--- config.mk ---
export PLATFORM = sky130hd
export DESIGN_NAME = fecs_ctrl
export DESIGN_NICKNAME = d
export VERILOG_FILES = /design/src/hdl/fecs_pkg.sv /design/src/hdl/fecs_ctrl.sv
export SDC_FILE = /design/constraint.sdc
export NUM_CORES = 1
export LEC_CHECK = 0
export ABC_AREA = 1
export BUFFER_PORTS_ARGS = -buffer_cell sky130_fd_sc_hd__buf_2
export CAP_MARGIN = 20
export CORE_AREA = 2 2 39 41
export DETAILED_ROUTE_END_ITERATION = 10
export DIE_AREA = 0 0 41 43
export PLACE_DENSITY = 0.66
export REMOVE_ABC_BUFFERS = 1
export SLEW_MARGIN = 25
export SYNTH_ARGS = -nofsm -noshare
export SYNTH_HDL_FRONTEND = slang
export SYNTH_SLANG_ARGS = --single-unit
--- constraint.sdc ---
create_clock -name i_clk -period 1.1 [get_ports i_clk]
set_input_delay 0.165 -clock i_clk [delete_from_list [all_inputs] [get_ports i_clk]]
set_output_delay 0.165 -clock i_clk [all_outputs]
set_load 0.03 [all_outputs]
--- src/hdl/fecs_pkg.sv ---
// Shared types, field widths and constants of the fire cell spread unit.
`default_nettype none

package fecs_pkg;

    // Widths of the transaction fields.
    localparam int CMD_W      = 2;
    localparam int SEL_W      = 2;
    localparam int ADDR_W     = 14;
    localparam int HEAT_W     = 3;
    localparam int FWIDTH_W   = 9;
    localparam int FHEIGHT_W  = 7;
    localparam int CFG_IDX_W  = 1;
    localparam int CFG_DATA_W = 9;

    // Default store geometry.
    localparam int DEF_MAX_WIDTH  = 256;
    localparam int DEF_MAX_HEIGHT = 64;

    // Register values after reset and the heat of the source row.
    localparam logic [FWIDTH_W-1:0]  RESET_FRAME_WIDTH  = 9'd80;
    localparam logic [FHEIGHT_W-1:0] RESET_FRAME_HEIGHT = 7'd24;
    localparam logic [HEAT_W-1:0]    SOURCE_HEAT        = 3'd6;

    // Command codes.
    localparam logic [CMD_W-1:0] CMD_RESEED = 2'd0;
    localparam logic [CMD_W-1:0] CMD_SPREAD = 2'd1;
    localparam logic [CMD_W-1:0] CMD_READ   = 2'd2;
    localparam logic [CMD_W-1:0] CMD_NONE   = 2'd3;

    // Spread selector codes.
    localparam logic [SEL_W-1:0] SEL_LEFT    = 2'd2;
    localparam logic [SEL_W-1:0] SEL_INVALID = 2'd3;

    // Configuration register indexes.
    localparam logic [CFG_IDX_W-1:0] REG_FRAME_WIDTH  = 1'd0;
    localparam logic [CFG_IDX_W-1:0] REG_FRAME_HEIGHT = 1'd1;

    // Input transaction.
    typedef struct packed {
        logic [CMD_W-1:0]  cmd;
        logic [SEL_W-1:0]  rand_sel;
        logic [ADDR_W-1:0] read_addr;
    } t_in_item;

    // Output transaction.
    typedef struct packed {
        logic [HEAT_W-1:0] read_heat;
        logic              write_valid;
        logic [ADDR_W-1:0] write_addr;
        logic [HEAT_W-1:0] write_heat;
        logic              frame_done;
    } t_out_item;

    // Second operand of the shared multiplier.
    typedef enum logic [1:0] {
        MB_ROW,
        MB_HEIGHT,
        MB_HEIGHT_M1
    } t_mul_b;

    // Kind of result loaded into the output register.
    typedef enum logic [1:0] {
        OUT_ZERO,
        OUT_READ,
        OUT_SPREAD
    } t_out_kind;

    // Commands from the controller to the datapath.
    typedef struct packed {
        logic      capture;
        logic      mul_en;
        t_mul_b    mul_b;
        logic      scan_fix;
        logic      addr_en;
        logic      rd_use_raddr;
        logic      scan_restart;
        logic      sweep;
        logic      load_out;
        t_out_kind out_kind;
    } t_dp_ctl;

    // Status from the datapath to the controller.
    typedef struct packed {
        logic sweep_last;
    } t_dp_status;

endpackage

`default_nettype wire

--- src/hdl/fecs_ctrl.sv ---
// Controller state machine that sequences each command through the datapath.
`default_nettype none

module fecs_ctrl (
    input  wire                           i_clk,
    input  wire                           i_rst_n,
    input  wire                           i_in_valid,
    output logic                          o_in_stall,
    input  wire  [fecs_pkg::CMD_W-1:0]    i_cmd,
    output logic                          o_out_valid,
    input  wire                           i_out_stall,
    output fecs_pkg::t_dp_ctl             o_ctl,
    input  fecs_pkg::t_dp_status          i_status
);
    import fecs_pkg::*;

    typedef enum logic [2:0] {
        S_IDLE,
        S_MUL,
        S_ADDR,
        S_SWEEP,
        S_EXEC,
        S_FIN
    } t_state;

    t_state           r_state;
    logic [CMD_W-1:0] r_cmd;
    logic             r_emit;
    logic             r_out_valid;
    logic             out_free;

    assign out_free    = !r_out_valid || !i_out_stall;
    assign o_in_stall  = (r_state != S_IDLE);
    assign o_out_valid = r_out_valid;

    // Datapath commands for the current state.
    always_comb begin
        o_ctl = '0;
        unique case (r_state)
            S_IDLE: begin
                o_ctl.capture = i_in_valid;
            end
            S_MUL: begin
                o_ctl.mul_en = 1'b1;
                if (r_cmd == CMD_RESEED) begin
                    o_ctl.mul_b = MB_HEIGHT_M1;
                end else if (r_cmd == CMD_READ) begin
                    o_ctl.mul_b = MB_HEIGHT;
                end else begin
                    o_ctl.mul_b = MB_ROW;
                end
                o_ctl.scan_fix = (r_cmd == CMD_SPREAD);
            end
            S_ADDR: begin
                o_ctl.addr_en      = 1'b1;
                o_ctl.rd_use_raddr = (r_cmd == CMD_READ);
                o_ctl.scan_restart = (r_cmd == CMD_RESEED);
            end
            S_SWEEP: begin
                o_ctl.sweep = 1'b1;
            end
            S_EXEC: begin
                o_ctl.load_out = 1'b1;
                if (r_cmd == CMD_SPREAD) begin
                    o_ctl.out_kind = OUT_SPREAD;
                end else if (r_cmd == CMD_READ) begin
                    o_ctl.out_kind = OUT_READ;
                end else begin
                    o_ctl.out_kind = OUT_ZERO;
                end
            end
            S_FIN: begin
                o_ctl.load_out = out_free && r_emit;
                o_ctl.out_kind = OUT_ZERO;
            end
            default: begin
                o_ctl = '0;
            end
        endcase
    end

    // State, latched command and output valid. Reset starts a silent reseed.
    always_ff @(posedge i_clk) begin
        if (!i_rst_n) begin
            r_state     <= S_MUL;
            r_cmd       <= CMD_RESEED;
            r_emit      <= 1'b0;
            r_out_valid <= 1'b0;
        end else begin
            if (o_ctl.load_out) begin
                r_out_valid <= 1'b1;
            end else if (!i_out_stall) begin
                r_out_valid <= 1'b0;
            end

            unique case (r_state)
                S_IDLE: begin
                    if (i_in_valid) begin
                        r_cmd   <= i_cmd;
                        r_emit  <= 1'b1;
                        r_state <= S_MUL;
                    end
                end
                S_MUL: begin
                    r_state <= S_ADDR;
                end
                S_ADDR: begin
                    if (r_cmd == CMD_RESEED) begin
                        r_state <= S_SWEEP;
                    end else if (out_free) begin
                        r_state <= S_EXEC;
                    end
                end
                S_SWEEP: begin
                    if (i_status.sweep_last) begin
                        r_state <= S_FIN;
                    end
                end
                S_EXEC: begin
                    r_state <= S_IDLE;
                end
                S_FIN: begin
                    if (!r_emit || out_free) begin
                        r_state <= S_IDLE;
                    end
                end
                default: begin
                    r_state <= S_IDLE;
                end
            endcase
        end
    end

endmodule

`default_nettype wire

Word-level counts from Yosys, hierarchy flattened
Cells that the tools add are included.

storage, ports and cells
  register bits = 7
  bits in latches = 0
  memory bits (writable) = 0
  memory bits (read-only) = 0
  logic and storage cells = 43
  memories = 0

cells by class
  $add $sub $neg = 0
  multipliers = 0
  divide/modulo/power cells = 0
  $lt $le $gt $ge = 0
  eq/ne operators = 12
  shift-type cells = 0
  muxes and demuxes = 16
  bitwise operators = 0
  reduce and logical (&&, ||, !) cells = 11

operator list
  operator                                                         count
  3-bit 2-to-1 mux                                                 6
  3-bit one-hot mux with 5 select lines                            1
  3-bit by 2-bit == test with 1-bit output, second input constant  2
  3-bit == test, second input constant                             2
  2-bit != test, second input constant                             3
  3-bit one-hot mux with 2 select lines                            1
  1-bit 2-to-1 mux                                                 5
  2-bit 2-to-1 mux                                                 2
  4-bit 2-to-1 mux                                                 1
  4-bit AND reduction                                              1
  3-bit by 1-bit == test with 1-bit output, second input constant  1
  1-bit logical NOT                                                3
  3-bit logical NOT                                                1
  3-bit != test, second input constant                             1
  3-bit nonzero test                                               1
  2-bit by 1-bit == test with 1-bit output, second input constant  1
  2-bit == test, second input constant                             1
  2-bit logical NOT                                                1
  1-bit logical OR                                                 2
  2-bit by 1-bit != test with 1-bit output, second input constant  1
  2-bit AND reduction                                              1
  1-bit logical AND                                                1

Depth between registers and ports, before layout
  depth in word-level cells = 5
  depth in mapped cells = 8
  depth with buffers taken out = 8

Least setup slack after synthesis
Ideal clock, no wire load.

  path kind = reg2out
  from = register r_state[0]
  to = output o_ctl[7] (netlist bit)
  arrival time = 1.775 ns
  slack = -0.840 ns
  cell stages (with the launch flop) = 5
  cell sequence = dfxtp_1 > nand2_1 > nor2_1 > inv_1 > nor3_1

RTL lines
  what                      line              source
  start: declaration        fecs_ctrl.sv:26   t_state r_state;
  start signal: assignment  fecs_ctrl.sv:85   r_state <= S_MUL;
  start signal: assignment  fecs_ctrl.sv:101  r_state <= S_MUL;
  start signal: assignment  fecs_ctrl.sv:105  r_state <= S_ADDR;
  end: declaration          fecs_ctrl.sv:12   output fecs_pkg::t_dp_ctl o_ctl,

==> metrics.txt <==
io pins 21; cell taking the most area after synthesis dfxtp_1; DIE AREA around 1800 sq um; pre-CTS WS -117.0 ps; fin nets ~130; RSZ-0062 raised after global routing yes; layout cell share with drive strength beyond 1 64.80%; Total Power about 2.9 mW; GRT Util Overall 24.19%; max_cap viols 0; outcome finished with violations; Worst Setup Start Kind register; antenna violations before repair 0; first-pass GRT wire length 2801 um; Crit Path Category reg -> out; post-synthesis cell count 82; GP Congestion 0.8880; Num CTS Buffers 3; Worst-path clk slew 60 ps; dominant cells by area after synthesis dfxtp_1, nor2_1, nand2_1, inv_1, nand3_1; routed vias 699; Die Span Y around 43 um; Worst path max stage delay 410 ps; Detailed Routing Iterations Pass 1 4; placed instance area approximately 700 sq um; leakage 0.4872 nW; H-tree Lvls 1; Buf/Inv on CP 1; Longest Clk Path Bufs 2; Final Max Slew Viols 0; setup ws final -300.9 ps; Synth Area per Inst 5.844 sq um; largest net degree at the start of global routing 8; Least-Margin Pin Slew 200.6 ps; CP Max Fanout 6; Synth warnings 0; failing checks setup timing; max_slew headroom 86.55%; GR Overflow Total 0; # setup viols final 16; vias in the first global route 691; CP arrival ~1200 ps; Area Overhead vs Synth 104.7%; die width ~41 um; post-synth top area share 29.24%; final wirelength 1955 um; utilization after layout 70.89%; crit path time final 1401 ps; fmax 713.8 MHz; hold crit path type in -> reg; Synth cell types 15; period utilisation layout 127.4%; Mapped Area about 480 sq um; worst skew pair latency between 200 and 300 ps; VDD IR max about 1.8 mV; number of cell rows 14; #FFs+latches synth 7; Seq/Total Area, Yosys 29.24%; core area ~1400 sq um; Fin. Hold Viols 0; cell family with most CP delay flip-flops; Port Buf Inserts 20; CTS tree built; 1st-iter DRT viols 17; hold buffer count at cts 0; critical path cell sequence nand3_2, o31ai_2, buf_4; most frequent cells in the layout buf_4, nor2_1, buf_6, inv_1, nand2_2; Via density 4.957; root buffer cell clkbuf_4; ant diodes 0; average routed wire per standard cell 13.87 um; Critical Path RT 940 ps; CP Capture Type primary output; PwrDens between 2000 and 3000 nW/um^2; Setup Skew 7.919 ps; antenna-violating nets left 0; Slowest-stage cell, CP dfxtp_4; initial core utilization 34.63%; Post-DP HPWL 1104 um; CTS Sinks 7; Final Cell Area 980.9 sq um; commonest non-fill, non-tap cell in the layout buf_4; # DRC 0
-- cells in the mapped netlist --
library cell,number
o21ai_0,3
a21boi_0,1
inv_2,1
nor2_1,20
a21oi_1,2
nand2_2,4
nor2_4,2
nand3_1,8
nor3_1,2
nand2_1,15
o211ai_1,1
inv_1,14
nor2_2,1
dfxtp_1,7
o31ai_1,1
-- sequential cells by signal (all words and copies together), names as in the netlist --
signal       cells
o_out_valid      1
r_cmd            2
r_emit           1
r_state          3
-- area by class of cell --
class | instances | area [sq um]
multi-input cells | 60 | 410.4
inverters | 15 | 58.81
flip-flops and latches | 7 | 152.6
well taps | 16 | 20.02
repair buffers | 39 | 312.8
fillers | 96 | 402.9
clock buffers | 4 | 26.28
-- kinds of logic after synthesis --
kind of cell           synth area share [%]
AOI/OAI and AO/OA                     9.923
buffers and inverters                 11.75
and+or+nand+nor                       49.08
DFF                                   29.24
-- power breakdown --
group          total (mW)  internal, mW  switching [mW]
Sequential          0.515         0.367           0.148
Clock               0.264         0.140           0.124
Combinational        2.09         0.936            1.16
Total                2.87          1.44            1.43
-- routing by layer --
layer	part of all wire, %	track usage [%]	vias to the layer above
met2	49	42.19	34
li1	-	-	341
met5	0	0	-
met4	7.8	16.67	0
met1	38	24.10	307
met3	4.3	3.141	17
-- worst min-delay path: cells and delay by family --
kind / cells / cell delay, ps
compound gates: 2 / 150
buf+inv: 1 / 80
-- stage by stage --
step                hold WS [ps]  cells  TNS, ps
floorplan                  249.7     82    -3890
global placement           432.7    131   -703.3
detailed placement         437.7    131   -901.7
CTS                        170.0    139    -3010
global route               187.6    141    -4414
finish                     163.5    141    -3690
-- worst paths after layout --
kind                            cells past startpoint       start    endpoint  slack, ps
worst max-delay path                                3  r_state[0]    o_ctl[2]       -300
worst min-delay path                                3    i_cmd[1]    r_cmd[1]        160
worst max register to register                     10  r_state[1]  r_state[1]       -180
worst min register to register                      2      r_emit      r_emit        570
-- timing repair --
item                                    4_1_cts  5_1_grt
pin swaps                                     5        5
gates resized for setup                      51       22
setup buffers                                 5        4
endpoints found under the setup margin       19       19
cloned                                        0        0
Note: power is estimated with default switching activity, not from simulation.
