## src/hdl/fecs_pkg.sv

```systemverilog
// Shared types, field widths and constants of the fire cell spread unit.
`default_nettype none

package fecs_pkg;

    // Widths of the transaction fields.
    localparam int CMD_W      = 2;
    localparam int SEL_W      = 2;
    localparam int ADDR_W     = 14;
    localparam int HEAT_W     = 3;
    localparam int FWIDTH_W   = 9;
    localparam int FHEIGHT_W  = 7;
    localparam int CFG_IDX_W  = 1;
    localparam int CFG_DATA_W = 9;

    // Default store geometry.
    localparam int DEF_MAX_WIDTH  = 256;
    localparam int DEF_MAX_HEIGHT = 64;

    // Register values after reset and the heat of the source row.
    localparam logic [FWIDTH_W-1:0]  RESET_FRAME_WIDTH  = 9'd80;
    localparam logic [FHEIGHT_W-1:0] RESET_FRAME_HEIGHT = 7'd24;
    localparam logic [HEAT_W-1:0]    SOURCE_HEAT        = 3'd6;

    // Command codes.
    localparam logic [CMD_W-1:0] CMD_RESEED = 2'd0;
    localparam logic [CMD_W-1:0] CMD_SPREAD = 2'd1;
    localparam logic [CMD_W-1:0] CMD_READ   = 2'd2;
    localparam logic [CMD_W-1:0] CMD_NONE   = 2'd3;

    // Spread selector codes.
    localparam logic [SEL_W-1:0] SEL_LEFT    = 2'd2;
    localparam logic [SEL_W-1:0] SEL_INVALID = 2'd3;

    // Configuration register indexes.
    localparam logic [CFG_IDX_W-1:0] REG_FRAME_WIDTH  = 1'd0;
    localparam logic [CFG_IDX_W-1:0] REG_FRAME_HEIGHT = 1'd1;

    // Input transaction.
    typedef struct packed {
        logic [CMD_W-1:0]  cmd;
        logic [SEL_W-1:0]  rand_sel;
        logic [ADDR_W-1:0] read_addr;
    } t_in_item;

    // Output transaction.
    typedef struct packed {
        logic [HEAT_W-1:0] read_heat;
        logic              write_valid;
        logic [ADDR_W-1:0] write_addr;
        logic [HEAT_W-1:0] write_heat;
        logic              frame_done;
    } t_out_item;

    // Second operand of the shared multiplier.
    typedef enum logic [1:0] {
        MB_ROW,
        MB_HEIGHT,
        MB_HEIGHT_M1
    } t_mul_b;

    // Kind of result loaded into the output register.
    typedef enum logic [1:0] {
        OUT_ZERO,
        OUT_READ,
        OUT_SPREAD
    } t_out_kind;

    // Commands from the controller to the datapath.
    typedef struct packed {
        logic      capture;
        logic      mul_en;
        t_mul_b    mul_b;
        logic      scan_fix;
        logic      addr_en;
        logic      rd_use_raddr;
        logic      scan_restart;
        logic      sweep;
        logic      load_out;
        t_out_kind out_kind;
    } t_dp_ctl;

    // Status from the datapath to the controller.
    typedef struct packed {
        logic sweep_last;
    } t_dp_status;

endpackage

`default_nettype wire

```

## src/hdl/fecs_cfg.sv

```systemverilog
// Frame size registers and their clamped working values.
`default_nettype none

module fecs_cfg #(
    parameter int MAX_WIDTH  = fecs_pkg::DEF_MAX_WIDTH,
    parameter int MAX_HEIGHT = fecs_pkg::DEF_MAX_HEIGHT,
    localparam int WW = $clog2(MAX_WIDTH + 1),
    localparam int HW = $clog2(MAX_HEIGHT + 1)
) (
    input  wire                                i_clk,
    input  wire                                i_rst_n,
    input  wire                                i_cfg_valid,
    output logic                               o_cfg_ready,
    input  wire  [fecs_pkg::CFG_IDX_W-1:0]     i_cfg_index,
    input  wire  [fecs_pkg::CFG_DATA_W-1:0]    i_cfg_data,
    output logic [WW-1:0]                      o_width,
    output logic [HW-1:0]                      o_height
);
    import fecs_pkg::*;

    logic [FWIDTH_W-1:0]  r_frame_width;
    logic [FHEIGHT_W-1:0] r_frame_height;

    assign o_cfg_ready = 1'b1;

    // Register writes; the height takes the low bits of the data.
    always_ff @(posedge i_clk) begin
        if (!i_rst_n) begin
            r_frame_width  <= RESET_FRAME_WIDTH;
            r_frame_height <= RESET_FRAME_HEIGHT;
        end else if (i_cfg_valid) begin
            if (i_cfg_index == REG_FRAME_WIDTH) begin
                r_frame_width <= i_cfg_data;
            end
            if (i_cfg_index == REG_FRAME_HEIGHT) begin
                r_frame_height <= i_cfg_data[FHEIGHT_W-1:0];
            end
        end
    end

    // Clamp the width to one through the store width.
    always_comb begin
        if (r_frame_width == '0) begin
            o_width = WW'(1);
        end else if (int'(r_frame_width) > MAX_WIDTH) begin
            o_width = WW'(MAX_WIDTH);
        end else begin
            o_width = WW'(r_frame_width);
        end
    end

    // Clamp the height to two through the store height.
    always_comb begin
        if (r_frame_height < FHEIGHT_W'(2)) begin
            o_height = HW'(2);
        end else if (int'(r_frame_height) > MAX_HEIGHT) begin
            o_height = HW'(MAX_HEIGHT);
        end else begin
            o_height = HW'(r_frame_height);
        end
    end

endmodule

`default_nettype wire

```

## config.mk

```make
export PLATFORM = sky130hd
export DESIGN_NAME = fecs_cfg
export DESIGN_NICKNAME = d
export VERILOG_FILES = /design/src/hdl/fecs_pkg.sv /design/src/hdl/fecs_cfg.sv
export SDC_FILE = /design/constraint.sdc
export NUM_CORES = 1
export LEC_CHECK = 0
export BUFFER_PORTS_ARGS = -buffer_cell sky130_fd_sc_hd__buf_2
export CAP_MARGIN = 40
export CORE_MARGIN = 2
export CORE_UTILIZATION = 30
export DETAILED_ROUTE_END_ITERATION = 7
export PLACE_DENSITY = 0.61
export SYNTH_ARGS = -nofsm -noshare
export SYNTH_HDL_FRONTEND = slang
export SYNTH_SLANG_ARGS = --single-unit
```

## constraint.sdc

```tcl
create_clock -name i_clk -period 1.54 [get_ports i_clk]
set_clock_uncertainty 0.05 [all_clocks]
set_input_delay 0.077 -clock i_clk [delete_from_list [all_inputs] [get_ports i_clk]]
set_output_delay 0.077 -clock i_clk [all_outputs]
set_load 0.005 [all_outputs]
```

Word level (Yosys, flattened, before mapping)

Cells that the tools add are included.

Muxes and demuxes: 4
Bitwise logic cells: 1
Reduce and logical (&&, ||, !) cells: 3
Magnitude comparators: 3

Operators with widths:

| operator                                                    | count |
|---|---|
| two-way mux 9 bit                                           | 2 |
| two-way mux 7 bit                                           | 2 |
| greater-than comparator 9 bit (second input constant)       | 1 |
| logical NOT 9 bit                                           | 1 |
| greater-than comparator 7 bit (second input constant)       | 1 |
| less-than comparator 7 x 2 -> 1 bit (second input constant) | 1 |
| AND reduction 2 bit                                         | 2 |
| inverter 1 bit                                              | 1 |

Register bits: 16
Word-level logic and storage cells: 13

Logic depth before layout (Yosys ltp)

Word-level depth: 3
Depth in mapped cells: 5
Depth with buffers taken out: 3

Worst setup path after synthesis

No wires, ideal clock.

Path type: register to output
Start point: register r_frame_height[2]
End point: output o_height[1]
Stages on the path, launching flop included: 4
Path buffers: 0
Slack: 0.626 ns
Data arrival time: 0.787 ns
Cell sequence: dfxtp_1 > nor4_1 > nor2_1 > nor2_1

Word-level cells in the longest chain between the ends: 3
Elaborated cells between the ends (all ways): 4
Those cells by class: order compare: 2; mux: 2

Ends and longest elaborated chain:

| item                          | line           | text |
|---|---|---|
| start, declared               | fecs_cfg.sv:22 | `logic [FHEIGHT_W-1:0] r_frame_height;` |
| start signal, assigned        | fecs_cfg.sv:36 | `r_frame_height <= i_cfg_data[FHEIGHT_W-1:0];` |
| greater-than comparator 7 bit | fecs_cfg.sv:56 | `end else if (int'(r_frame_height) > MAX_HEIGHT) begin` |
| two-way mux 7 bit             | fecs_cfg.sv:56 |  |
| two-way mux 7 bit *           | fecs_cfg.sv:54 | `if (r_frame_height < FHEIGHT_W'(2)) begin` |
| end, declared                 | fecs_cfg.sv:17 | `output logic [HW-1:0] o_height` |

Mark *: on every way between the ends. The rest lies on a longest branch, timed or not.

Worst setup path after layout

Ends and elaborated chain as after synthesis.

==> metrics.csv <==
stage,metric,value,unit
setup_path,crit_path_end_kind,primary output,
final_layout,fraction_of_layout_cells_with_a_size_suffix_above_1,32.0,%
routing,post_drt_via_cell_ratio,4.61,
floorplan,fp.coreArea,2520,sq um
sta,setup_viol,0,
synthesis,ys_seq_area_share,39.8,%
global_route,grt_pass1_wl,2.77,mm
floorplan,die_height,55.8,um
sta,finalCritPeriodShare,88.3,%
global_route,grt_start_max_net_pins,17,
setup_path,path_delay_family,simple AND/OR/NAND/NOR gates,
clocking,tritoncts,built,
placed_design,gp_congestion,0.776,
run_status,outcome,"complete, no violations",
setup_path,cp_slowest_cell,sky130_fd_sc_hd__nor4_1,
min_path,min_from,i_cfg_data[1],
final_layout,layout.cell_area.non_filler,1020,sq um
routing,post_drt_antenna_nets,0,
global_route,first_global_vias,685,
final_layout,layout.cells.non_filler,158,
placed_design,placed_cells_incl_taps,147,
final_layout,antennaDiodeCount,0,
sta,hold_ws,0.00639,ns
routing,drt-pass1-iter-count,4,
job,max-cap-violations,0,
power_and_ir_drop,power.ir.vdd_worst,0.000429,V
synthesis,syn-num-nets,110,
sta,setup_repair_after_global_routing_missed_its_margin,no,
sta,achievable-frequency,736,MHz
synthesis,synth-warning-count,0,
final_layout,area_added_between_synthesis_and_finish,26.7,%
clocking,htree_levels,1,
clocking,cts.sinks,16,
clocking,insertion_delay,0.27,ns
min_path,worst_hold_path_class,in -> reg,
clocking,cts.repair_timing.setup_buffer_count,0,
power_and_ir_drop,leakagePower,0.000456,uW
setup_path,cp_num_buf_inv,1,
synthesis,synthesized_area_per_cell,8.31,sq um
setup_path,timing.critical_path.mode_cell,sky130_fd_sc_hd__nor2_1,
setup_path,path_cells,nor4_1 > nor2_1 > nor2_1 > buf_2,
synthesis,yosys.area.top_type,sky130_fd_sc_hd__dfxtp_1,
final_layout,finalNetCount,143,
routing,detail_route.iter0.violations,10,
power_and_ir_drop,fin_total_pwr,803,uW
synthesis,synth_cells,97,
setup_path,regToRegEndpoint,r_frame_width[8],
floorplan,rows,18,
clocking,root_buffer_cell,sky130_fd_sc_hd__clkbuf_4,
synthesis,post_synth_num_cell_types,20,
clocking,cts_made_buffers,3,
final_layout,area_of_the_multi_input_gates,417,sq um
floorplan,initial_utilization,31.9,%
setup_path,reg2reg_setup_slack,0.70,ns
clocking,cts_max_path_bufs,2,
sta,slew_viol_final,0,
synthesis,yosys_register_bits,16,
synthesis,synth.top_cell.area_share,39.8,%
setup_path,path_max_fanout,3,
routing,vias,728,
setup_path,timing.critical_path.slowest_cell_delay,0.37,ns
setup_path,timing_worst_setup_path_type,reg -> out,
setup_path,crit_required,1.41,ns
setup_path,reg2reg_depth,2,
sta,finalWorstPathRequiredPeriod,1.36,ns
floorplan,design.portCount,30,
floorplan,dieWidth,55.8,um
synthesis,synth_top_cells_by_area,"sky130_fd_sc_hd__dfxtp_1 (40%), sky130_fd_sc_hd__nand2_1 (12%), sky130_fd_sc_hd__a21boi_2 (9.8%), sky130_fd_sc_hd__nor2b_1 (8.5%), sky130_fd_sc_hd__nand3_1 (6.8%)",
placed_design,placement.cell_area,918,sq um
min_path,whs_path_depth,3,
floorplan,die_area,3120,sq um
setup_path,cp.arrival,1.23,ns
placed_design,port_buffers,28,
final_layout,area_occupied_by_registers,320,sq um
setup_path,rr_startpoint,r_frame_width[8],
routing,remaining_drc_errors,0,
sta,final.setup.tns,0,ns
final_layout,fill_cells,279,
synthesis,synthesis.area,806,sq um
global_route,grtUsageTotal,11.1,%
min_path,min_to,r_frame_width[1],
global_route,grt_antenna_before_repair,0,
setup_path,startpoint_type,register,
global_route,grt_overflow_total,0,
sta,final-hold-violation-count,0,
routing,total_wirelength,1.62,mm
routing,wl_per_cell,10.3,um
clocking,cts.clk_slew.worst_paths,0.09,ns
placed_design,detailed_place_hpwl,1.25,mm
power_and_ir_drop,power.density_cell_area,787,nW/um^2
[flip-flops by register name, summed over array words and instances, names as in the netlist]
register,flops
r_frame_width,9
r_frame_height,7
[area by class of cell]
type                    instances  area share (%)
clock buffers                   3            2.21
inverters                       1           0.368
multi-input cells              72            40.8
flip-flops and latches         16            31.4
well taps                      30            3.68
repair buffers                 36            21.6
[cell usage in the layout, fill, tap and decap left out, drive strengths merged]
cell type	count
a21boi	12
nand2b	2
buf	28
dlygate4sd3	8
nand3	11
clkbuf	3
nor2b	12
a21oi	2
conb	1
inv	1
nor4	2
nor2	3
dfxtp	16
nand2	26
nor3	1
[stage by stage]
step	setup WS (ns)	util (%)
after global placement	0.484	36.4
final	0.181	40.5
after detailed placement	0.466	36.4
after floorplan	0.626	-
after CTS	0.142	40.5
after global routing	0.0775	40.5
[worst min-delay path, stage by stage]
cell,delay (ns)
sky130_fd_sc_hd__buf_2,0.11
sky130_fd_sc_hd__nand2_1,0.07
sky130_fd_sc_hd__a21boi_2,0.04
[logic make-up after synthesis]
| kind of cell | after synthesis | share of synthesized area [%] |
|---|---|---|
| other | 1 | 0.465 |
| and+or+nand+nor | 57 | 35.6 |
| DFF | 16 | 39.8 |
| AOI/OAI and AO/OA | 14 | 15.7 |
| buffers and inverters | 9 | 8.54 |
[Yosys cell counts, drive strengths merged]
cell type,n
buf,6
nor2b,12
dfxtp,16
inv,1
nand2b,2
conb,1
a21boi,12
nor4,2
nand2,26
nand3,11
nor2,3
clkbuf,2
a21oi,2
nor3,1
[layer usage]
| metal | vias to the layer above | routed length, um | global-route usage, % |
|---|---|---|---|
| li1 | 377 | - | - |
| met1 | 326 | 769 | 13.3 |
| met2 | 21 | 714 | 16.8 |
| met3 | 4 | 96 | 3.26 |
| met4 | 0 | 43 | 8.16 |
| met5 | - | 0 | 0 |
[where the power goes]
part,internal [uW],switching (uW),total [uW]
Combinational,76.7,65.5,142
Clock,90.6,118,208
Sequential,435,17.8,453
[repair_timing]
item                                   4_1_cts  5_1_grt
endpoints found under the hold margin        8        0
gates resized for setup                      0        0
hold buffers                                 8        0
[worst max path at each step]
stage | from | depth (start not counted) | slack (ns) | end
after floorplan | r_frame_height[2] | 3 | 0.63 | o_height[1]
after global placement | r_frame_height[2] | 4 | 0.48 | o_height[1]
after detailed placement | r_frame_height[2] | 4 | 0.47 | o_height[1]
after CTS | r_frame_height[2] | 4 | 0.14 | o_height[1]
after global routing | r_frame_height[2] | 3 | 0.08 | o_height[0]
final | r_frame_height[2] | 4 | 0.18 | o_height[1]
Power figures use the tool's default switching activity.
